$ cat config.mk
export PLATFORM = sky130hd
export DESIGN_NAME = midi_track_event_parser
export DESIGN_NICKNAME = d
export VERILOG_FILES = /design/src/sv/mtep_pkg.sv /design/src/sv/mtep_parser.sv /design/src/sv/mtep_timer.sv /design/src/sv/midi_track_event_parser.sv
export SDC_FILE = /design/constraint.sdc
export NUM_CORES = 2
export LEC_CHECK = 0
export BUFFER_PORTS_ARGS = -buffer_cell sky130_fd_sc_hd__buf_2
export CORE_MARGIN = 2
export CORE_UTILIZATION = 25
export CTS_BUF_LIST = sky130_fd_sc_hd__clkbuf_8 sky130_fd_sc_hd__clkbuf_16
export DETAILED_ROUTE_END_ITERATION = 10
export PLACE_DENSITY = 0.36
export SLEW_MARGIN = 20
export SYNTH_ARGS = -nofsm -noshare
export SYNTH_HDL_FRONTEND = slang
export SYNTH_SLANG_ARGS = --single-unit
$ cat constraint.sdc
create_clock -name clk -period 8.66 [get_ports clk]
set_clock_uncertainty 0.2 [all_clocks]
set_input_delay 0.433 -clock clk [delete_from_list [all_inputs] [get_ports clk]]
set_output_delay 0.433 -clock clk [all_outputs]
set_load 0.02 [all_outputs]
$ cat src/sv/mtep_pkg.sv
`timescale 1ns / 1ps
// ----------------------------------------------------------------------------
// mtep_pkg
// Types and constants shared by the MIDI track event parser modules.
// ----------------------------------------------------------------------------
package mtep_pkg;

	localparam int TIME_WIDTH = 48;
	localparam int FRAC_BITS  = 16;
	localparam int DELTA_W    = 28;
	localparam int FPT_W      = 32;
	localparam int PROD_W     = DELTA_W + FPT_W;
	localparam int EXT_W      = (PROD_W > TIME_WIDTH) ? PROD_W : TIME_WIDTH;

	localparam logic [FPT_W-1:0] FPT_RESET = FPT_W'(65536);

	localparam logic [7:0] STATUS_META   = 8'hff;
	localparam logic [7:0] STATUS_SYSEX  = 8'hf0;
	localparam logic [7:0] STATUS_ESCAPE = 8'hf7;
	localparam logic [3:0] NIB_PROGRAM   = 4'hc;
	localparam logic [3:0] NIB_PRESSURE  = 4'hd;

	typedef enum logic [2:0] {
		PH_DELTA,
		PH_STATUS,
		PH_META_TYPE,
		PH_META_LEN,
		PH_META_DATA,
		PH_DATA1,
		PH_DATA2
	} phase_t;

	typedef enum logic [1:0] {
		KIND_EVENT = 2'd0,
		KIND_SYSEX = 2'd1,
		KIND_TRUNC = 2'd2,
		KIND_LONG  = 2'd3
	} kind_t;

	// what the parse stage hands to the timestamp stage
	typedef struct packed {
		logic                  has_res;
		kind_t                 kind;
		logic [7:0]            status;
		logic [7:0]            data1;
		logic [7:0]            data2;
		logic                  add_delta;
		logic                  clear;
		logic [TIME_WIDTH-1:0] delta_frames;
	} parse_res_t;

endpackage

$ cat src/sv/mtep_parser.sv
`timescale 1ns / 1ps
// ----------------------------------------------------------------------------
// mtep_parser
// Byte-level track parser: delta decode, delta scaling, event assembly.
// ----------------------------------------------------------------------------
module mtep_parser (
	input  logic                         clk,
	input  logic                         arst_n,
	input  logic                         in_valid,
	output logic                         in_ready,
	input  logic [7:0]                   in_byte,
	input  logic                         in_last,
	input  logic                         cfg_valid,
	input  logic [mtep_pkg::FPT_W-1:0]   cfg_data,
	input  logic                         next_ready,
	output logic                         res_valid_s1,
	output mtep_pkg::parse_res_t         res_s1
);
	import mtep_pkg::*;

	phase_t             phase_q, phase_n, phase_step;
	logic [DELTA_W-1:0] acc_q, acc_n, acc_shift;
	logic [1:0]         cnt_q, cnt_n;
	logic [7:0]         status_q, status_n;
	logic [7:0]         data1_q, data1_n;
	logic [7:0]         meta_q, meta_n, meta_dec;
	logic               hold_q, hold_n;
	logic [FPT_W-1:0]   fpt_q;
	logic               accept, advance, err_now;
	parse_res_t         res_n;
	logic [PROD_W-1:0]  prod;
	logic [EXT_W-1:0]   prod_ext;
	logic               short_event;

	assign advance  = res_valid_s1 && next_ready;
	assign in_ready = !res_valid_s1 || next_ready;
	assign accept   = in_valid && in_ready;

	assign acc_shift   = {acc_q[DELTA_W-8:0], in_byte[6:0]};
	assign meta_dec    = meta_q - 8'd1;
	assign short_event = (status_q[7:4] == NIB_PROGRAM) || (status_q[7:4] == NIB_PRESSURE);

	assign prod     = PROD_W'(acc_shift) * PROD_W'(fpt_q);
	assign prod_ext = EXT_W'(prod) >> FRAC_BITS;

	// phase after this byte, before any track-end clear
	always_comb begin
		phase_step = phase_q;
		if (!hold_q) begin
			unique case (phase_q)
				PH_DELTA: begin
					if (!in_byte[7]) phase_step = PH_STATUS;
				end
				PH_STATUS: begin
					if (in_byte == STATUS_META) begin
						phase_step = PH_META_TYPE;
					end else if (in_byte != STATUS_SYSEX && in_byte != STATUS_ESCAPE) begin
						phase_step = PH_DATA1;
					end
				end
				PH_META_TYPE: phase_step = PH_META_LEN;
				PH_META_LEN: begin
					phase_step = (in_byte == 8'd0) ? PH_DELTA : PH_META_DATA;
				end
				PH_META_DATA: begin
					if (meta_dec == 8'd0) phase_step = PH_DELTA;
				end
				PH_DATA1: begin
					phase_step = short_event ? PH_DELTA : PH_DATA2;
				end
				PH_DATA2: phase_step = PH_DELTA;
				default: phase_step = PH_DELTA;
			endcase
		end
	end

	assign phase_n = in_last ? PH_DELTA : phase_step;

	// datapath and results
	always_comb begin
		acc_n    = acc_q;
		cnt_n    = cnt_q;
		status_n = status_q;
		data1_n  = data1_q;
		meta_n   = meta_q;
		hold_n   = hold_q;
		err_now  = 1'b0;
		res_n    = '0;
		res_n.kind         = KIND_EVENT;
		res_n.delta_frames = prod_ext[TIME_WIDTH-1:0];
		if (!hold_q) begin
			unique case (phase_q)
				PH_DELTA: begin
					acc_n = acc_shift;
					if (in_byte[7]) begin
						if (cnt_q == 2'd3) begin
							res_n.has_res = 1'b1;
							res_n.kind    = KIND_LONG;
							err_now       = 1'b1;
							hold_n        = 1'b1;
						end else begin
							cnt_n = cnt_q + 2'd1;
						end
					end else begin
						res_n.add_delta = 1'b1;
						acc_n = '0;
						cnt_n = '0;
					end
				end
				PH_STATUS: begin
					if (in_byte == STATUS_SYSEX || in_byte == STATUS_ESCAPE) begin
						res_n.has_res = 1'b1;
						res_n.kind    = KIND_SYSEX;
						err_now       = 1'b1;
						hold_n        = 1'b1;
					end else if (in_byte != STATUS_META) begin
						status_n = in_byte;
					end
				end
				PH_META_TYPE: ;
				PH_META_LEN:  meta_n = in_byte;
				PH_META_DATA: meta_n = meta_dec;
				PH_DATA1: begin
					data1_n = in_byte;
					if (short_event) begin
						res_n.has_res = 1'b1;
						res_n.status  = status_q;
						res_n.data1   = in_byte;
					end
				end
				PH_DATA2: begin
					res_n.has_res = 1'b1;
					res_n.status  = status_q;
					res_n.data1   = data1_q;
					res_n.data2   = in_byte;
				end
				default: ;
			endcase
		end
		if (in_last) begin
			// incomplete delta or event at track end
			if (!hold_n && !err_now && !(phase_step == PH_DELTA && cnt_n == 2'd0)) begin
				res_n.has_res = 1'b1;
				res_n.kind    = KIND_TRUNC;
				res_n.status  = '0;
				res_n.data1   = '0;
				res_n.data2   = '0;
			end
			res_n.clear = 1'b1;
			acc_n    = '0;
			cnt_n    = '0;
			status_n = '0;
			data1_n  = '0;
			meta_n   = '0;
			hold_n   = 1'b0;
		end
	end

	always_ff @(posedge clk or negedge arst_n) begin
		if (!arst_n) begin
			phase_q      <= PH_DELTA;
			acc_q        <= '0;
			cnt_q        <= '0;
			status_q     <= '0;
			data1_q      <= '0;
			meta_q       <= '0;
			hold_q       <= 1'b0;
			fpt_q        <= FPT_RESET;
			res_valid_s1 <= 1'b0;
		end else begin
			if (cfg_valid) fpt_q <= cfg_data;
			if (accept) begin
				phase_q  <= phase_n;
				acc_q    <= acc_n;
				cnt_q    <= cnt_n;
				status_q <= status_n;
				data1_q  <= data1_n;
				meta_q   <= meta_n;
				hold_q   <= hold_n;
				res_valid_s1 <= 1'b1;
			end else if (advance) begin
				res_valid_s1 <= 1'b0;
			end
		end
	end

	always_ff @(posedge clk) begin
		if (accept) res_s1 <= res_n;
	end

endmodule

$ cat src/sv/mtep_timer.sv
`timescale 1ns / 1ps
// ----------------------------------------------------------------------------
// mtep_timer
// Sample-frame clock accumulation and the output register.
// ----------------------------------------------------------------------------
module mtep_timer (
	input  logic                              clk,
	input  logic                              arst_n,
	input  logic                              res_valid_s1,
	input  mtep_pkg::parse_res_t              res_s1,
	output logic                              ready,
	output logic                              out_valid,
	input  logic                              out_ready,
	output mtep_pkg::kind_t                   out_kind,
	output logic [7:0]                        out_status,
	output logic [7:0]                        out_data1,
	output logic [7:0]                        out_data2,
	output logic [mtep_pkg::TIME_WIDTH-1:0]   out_time
);
	import mtep_pkg::*;

	logic [TIME_WIDTH-1:0] time_q, time_sum;
	logic                  advance;

	assign ready    = !out_valid || out_ready;
	assign advance  = res_valid_s1 && ready;
	assign time_sum = time_q + (res_s1.add_delta ? res_s1.delta_frames : '0);

	always_ff @(posedge clk or negedge arst_n) begin
		if (!arst_n) begin
			time_q    <= '0;
			out_valid <= 1'b0;
		end else begin
			if (advance) begin
				time_q    <= res_s1.clear ? '0 : time_sum;
				out_valid <= res_s1.has_res;
			end else if (out_ready) begin
				out_valid <= 1'b0;
			end
		end
	end

	always_ff @(posedge clk) begin
		if (advance && res_s1.has_res) begin
			out_kind   <= res_s1.kind;
			out_status <= res_s1.status;
			out_data1  <= res_s1.data1;
			out_data2  <= res_s1.data2;
			out_time   <= time_sum;
		end
	end

endmodule

$ cat src/sv/midi_track_event_parser.sv
`timescale 1ns / 1ps
// ----------------------------------------------------------------------------
// midi_track_event_parser
// Turns track body bytes into timestamped channel events and error reports.
// ----------------------------------------------------------------------------
// Usage:
//   s_* carries one track body byte per request, tlast on the last byte of a
//   track. m_* carries at most one result per input byte: tuser is the kind
//   (event, sysex unsupported, track truncated, delta too long), tdata the
//   status, data bytes and the sample-frame time of the event.
//   cfg_* writes frames_per_tick (16.16 unsigned); write it only while idle.
//   Throughput is one byte per cycle while m_tready is high. A result
//   passes through the parse stage, loaded when its byte is accepted,
//   where the 28x32 delta scaling multiply sits, and then the output
//   register, loaded from it through the timestamp adder.
//   When m_tready is low the result stays in the output register; the parse
//   stage still holds one further byte, then s_tready drops.
//   After reset, and after every tlast byte, the parser and the frame clock
//   start from zero; frames_per_tick resets to 1.0 and keeps its value
//   across tracks. After a sysex or too-long delta, bytes are dropped up to
//   the end of the track.
// ----------------------------------------------------------------------------
module midi_track_event_parser (
	input  logic        clk,
	input  logic        arst_n,
	input  logic        s_tvalid,
	output logic        s_tready,
	input  logic [7:0]  s_tdata,   // track_byte[7:0]
	input  logic        s_tlast,
	output logic        m_tvalid,
	input  logic        m_tready,
	output logic [71:0] m_tdata,   // event_status, event_data1, event_data2, event_time[47:0]
	output logic [1:0]  m_tuser,   // kind
	input  logic        cfg_valid,
	output logic        cfg_ready,
	input  logic [31:0] cfg_data
);
	import mtep_pkg::*;

	parse_res_t            res_s1;
	logic                  res_valid_s1;
	logic                  timer_ready;
	kind_t                 out_kind;
	logic [7:0]            out_status, out_data1, out_data2;
	logic [TIME_WIDTH-1:0] out_time;

	assign cfg_ready = 1'b1;

	mtep_parser u_parser (
		.clk          (clk),
		.arst_n       (arst_n),
		.in_valid     (s_tvalid),
		.in_ready     (s_tready),
		.in_byte      (s_tdata),
		.in_last      (s_tlast),
		.cfg_valid    (cfg_valid),
		.cfg_data     (cfg_data),
		.next_ready   (timer_ready),
		.res_valid_s1 (res_valid_s1),
		.res_s1       (res_s1)
	);

	mtep_timer u_timer (
		.clk          (clk),
		.arst_n       (arst_n),
		.res_valid_s1 (res_valid_s1),
		.res_s1       (res_s1),
		.ready        (timer_ready),
		.out_valid    (m_tvalid),
		.out_ready    (m_tready),
		.out_kind     (out_kind),
		.out_status   (out_status),
		.out_data1    (out_data1),
		.out_data2    (out_data2),
		.out_time     (out_time)
	);

	assign m_tuser = out_kind;
	assign m_tdata = {out_time, out_data2, out_data1, out_status};

	// input stalls only behind a held parse-stage item
	a_stall_cause: assert property (@(posedge clk) disable iff (!arst_n)
		!s_tready |-> (res_valid_s1 && m_tvalid && !m_tready))
		else $error("input stalled without a blocked pipeline");

	// error reports carry no event bytes
	a_err_payload: assert property (@(posedge clk) disable iff (!arst_n)
		(res_valid_s1 && res_s1.has_res && res_s1.kind != KIND_EVENT) |->
		(res_s1.status == 8'd0 && res_s1.data1 == 8'd0 && res_s1.data2 == 8'd0))
		else $error("error report with nonzero event bytes");

	// a moving parse-stage item shows up at the output only if it has a result
	a_out_follows: assert property (@(posedge clk) disable iff (!arst_n)
		(res_valid_s1 && timer_ready) |=> (m_tvalid == $past(res_s1.has_res)))
		else $error("output valid does not follow parse-stage result");

	// a truncation report always closes a track
	a_trunc_clear: assert property (@(posedge clk) disable iff (!arst_n)
		(res_valid_s1 && res_s1.has_res && res_s1.kind == KIND_TRUNC) |-> res_s1.clear)
		else $error("truncation report outside track end");

endmodule
==> metrics.cfg <==
[synthesis]
synth-adder-area-share_pct = 45.2
synthesis.area_sq_um = 41500
synthMuxAreaShare_pct = 0.997
syn_avg_cell_area_sq_um = 9.54
synth-xor-area-share_pct = 1.96
synth_area_leader_cell = fa_1
async_reset_ff_share_pct = 47.5
synth-edff-count = 147
synth_compound_area_share_pct = 7.19
synthCells = 4352
synth_cell_types = 84
synth_top_family_by_area = adder cells
ys_warn_count = 0
synthTopCellsByArea = fa_1, edfxtp_1, inv_1
syn_nets = 5432
synthSimpleGateAreaFrac_pct = 15.5
ys_seq_area_share_pct = 18.6
ys_seq_elements = 280
synth_top_area_share_pct = 37.5
synth_ff_type = edfxtp_1

[clock_network]
cts_num_sinks = 280
clkTransAtPathRegs_ps = 70
numCtsBuffers = 40
cts_buffer_depth = 3
htreeDepth = 2
clockRootBuffer = clkbuf_16
cts_tree = yes
clk_latency_ps = 630
cts_setup_buffers = 0

[floorplanning]
start_util_pct = 25.2
die_y_microns = 412
rows = 149
die_area_sq_um = 169000
num_io_pins = 123
chipWidth_microns = 412
core-area_sq_um = 165000

[sta]
hold_violations = 0
max-slew-margin-rel_pct = 19.3
post-route-period-util_pct = 92.9
fmax_ghz = 0.124
rsz0062_at_grt = false
period_needed_ps = 8040
setup-violations-final = 0
drv_slew = 0
tightest_slew_ps = 1210
fin_tns_setup_ps = 0
setup_ws_ps = 615

[critical_path]
r2r_setup_slack_ps = 620
cp-end-kind = register
worstSetupPathType = register to register
required_ps = 8790
critPathCapture = u_parser.res_s1[38]
cp-startpoint = u_parser.acc_q[0]
reg2reg_to = u_parser.res_s1[38]
worstPathMaxFanout = 12
arrival_ps = 8170
cp-start-kind = register
rr_worst_depth = 26
reg2reg_from = u_parser.acc_q[0]

[power_and_ir_drop]
netSwitchingPower_mw = 8.49
switching_share_pct = 52.2
combPwrFrac_pct = 74.2
p_seq_share_pct = 15.2
internal-power_mw = 7.77
worst_ir_drop_vdd_v = 0.000359
p_leak_nw = 22.3
p_per_area_nw_per_um2 = 348
clockPowerShare_pct = 10.6

[layout]
synthToLayoutAreaGrowth_pct = 12.4
nets = 5484
drive_above_1_share_pct = 8.12
final_common_cell = inv_1
layout_common_cells = inv_1, fa_1, nand2_1, and2_1, ha_1
fillers = 17600

[route]
firstDrtPassIters = 11
postRouteAntennaNets = 0
routedWlPerCell_microns = 20.0
vias = 28700
first_iter_violations = 1270
drc = 26
wirelength_microns = 132000
viasPerCell = 4.33

[place]
pre_cts_ws_ps = 551
gp_congestion = 0.809
hpwl_microns = 105000
port_buffers = 121

[grt]
grt_pass1_wl_microns = 206000
track_usage_pct = 16.0
antenna_found_initial = 4
grt_max_degree = 58
grt-ovfl-total = 0
first_global_vias = 32000

[job]
cap_violations = 0

[run_status]
violations = DRC
status = finished, violations left

[min_path]
hold_path_class = input port to register

## critical path, cell delays in order (launching register included)
cell and delay, ps:
dfrtp_1 840, buf_4 370, nand2_1 110, fa_1 570, inv_1 50, fa_1 370, inv_1 80, fa_1 420
fa_1 520, inv_1 60, fa_1 500, inv_1 60, fa_1 500, fa_1 510, inv_1 50, ha_1 380
a211oi_1 260, o211ai_1 150, a221oi_1 270, buf_4 190, nand3_1 150, o211ai_1 400, nand2_1 180, buf_4 190
o21ai_0 140, nand2b_1 80, xor2_1 140
## state kept, by name (all words and copies together) (netlist names)
signal and count:
u_timer.out_valid 1, u_timer.out_time 48, u_parser.cnt_q 2, u_parser.meta_q 8, u_timer.out_data2 8, u_timer.time_q 48, u_parser.res_valid_s1 1, u_parser.status_q 8
u_timer.out_kind 2, u_parser.res_s1 73, u_parser.hold_q 1, u_timer.out_status 8, u_parser.acc_q 21, u_parser.fpt_q 32, u_parser.data1_q 8, u_parser.phase_q 3
u_timer.out_data1 8
## cell families after synthesis
| family | Yosys count |
|---|---|
| xor+xnor | 93 |
| other cells | 1 |
| fa+ha+maj | 1034 |
| buf+inv | 1157 |
| simple gates | 1299 |
| flops | 280 |
| mux | 37 |
| compound gates | 451 |
## worst min path at each step
stage / from / end / slack (ps) / cells past startpoint
after floorplan: arst_n / u_parser.acc_q[0] / -60 / 0
after global placement: arst_n / u_timer.time_q[37] / 210 / 1
after detailed placement: u_parser.res_s1[58] / u_timer.out_data1[0] / 200 / 0
after CTS: s_tdata[7] / u_parser.meta_q[7] / 10 / 3
after global routing: s_tdata[7] / u_parser.meta_q[7] / 90 / 3
final: s_tdata[7] / u_parser.meta_q[7] / 50 / 3
## cell usage after synthesis (all sizes together), types with 16 or more instances
library cell / instances
a21o: 56
a21oi: 110
a22o: 35
a31oi: 16
and2: 489
clkbuf: 232
dfrtp: 132
edfxtp: 147
fa: 778
ha: 256
inv: 911
mux2: 35
nand2: 615
nand3: 22
nand4: 22
nor2: 65
nor3: 21
o21ai: 118
o21bai: 16
xnor2: 55
xor2: 38
## what timing repair did
| item | 4_1_cts | 5_1_grt |
|---|---|---|
| resized for setup | 0 | 0 |
| setup endpoints to repair | 0 | 0 |
| hold buffers | 36 | 0 |
| endpoints found under the hold margin | 72 | 0 |
## power by group through the flow
stage	clock [mW]	combinational [mW]	sequential, mW
global placement	0	12.4	2.50
global route	1.86	13.8	2.51
finish	1.73	12.1	2.47
detailed placement	0	12.3	2.50
floorplan	0	8.24	2.41
CTS	1.81	12.3	2.48
## routing by layer
metal,part of all wire [%],vias up,global-route usage (%)
li1,-,13300,-
met1,51,14900,23.9
met2,45,399,25.4
met3,3.0,85,1.62
met4,1.3,0,2.22
met5,0,-,0
## final cells by class
cell class	instances	area (sq um)	area share, %
Sequential cell	280	7750	16.6
Clock buffer	46	1110	2.37
Timing Repair Buffer	255	1940	4.16
Tap cell	2189	2740	5.87
Multi-Input combinational cell	2915	29400	63.1
Inverter	912	3420	7.34
Antenna cell	3	7.51	0.0161
Clock inverter	28	256	0.550
## through the flow
| stage | instance area (sq um) | cells | hold WS, ps | total power [mW] | util (%) |
|---|---|---|---|---|---|
| global placement | 44900 | 6514 | 206 | 14.9 | 27.2 |
| global route | 46700 | 6626 | 85.8 | 18.1 | 28.3 |
| finish | 46700 | 6628 | 46.8 | 16.3 | 28.3 |
| detailed placement | 44900 | 6514 | 205 | 14.8 | 27.2 |
| floorplan | 41500 | 4352 | -62.6 | 10.6 | - |
| CTS | 46600 | 6624 | 9.87 | 16.6 | 28.3 |
Note: power is estimated with default switching activity, not from simulation.
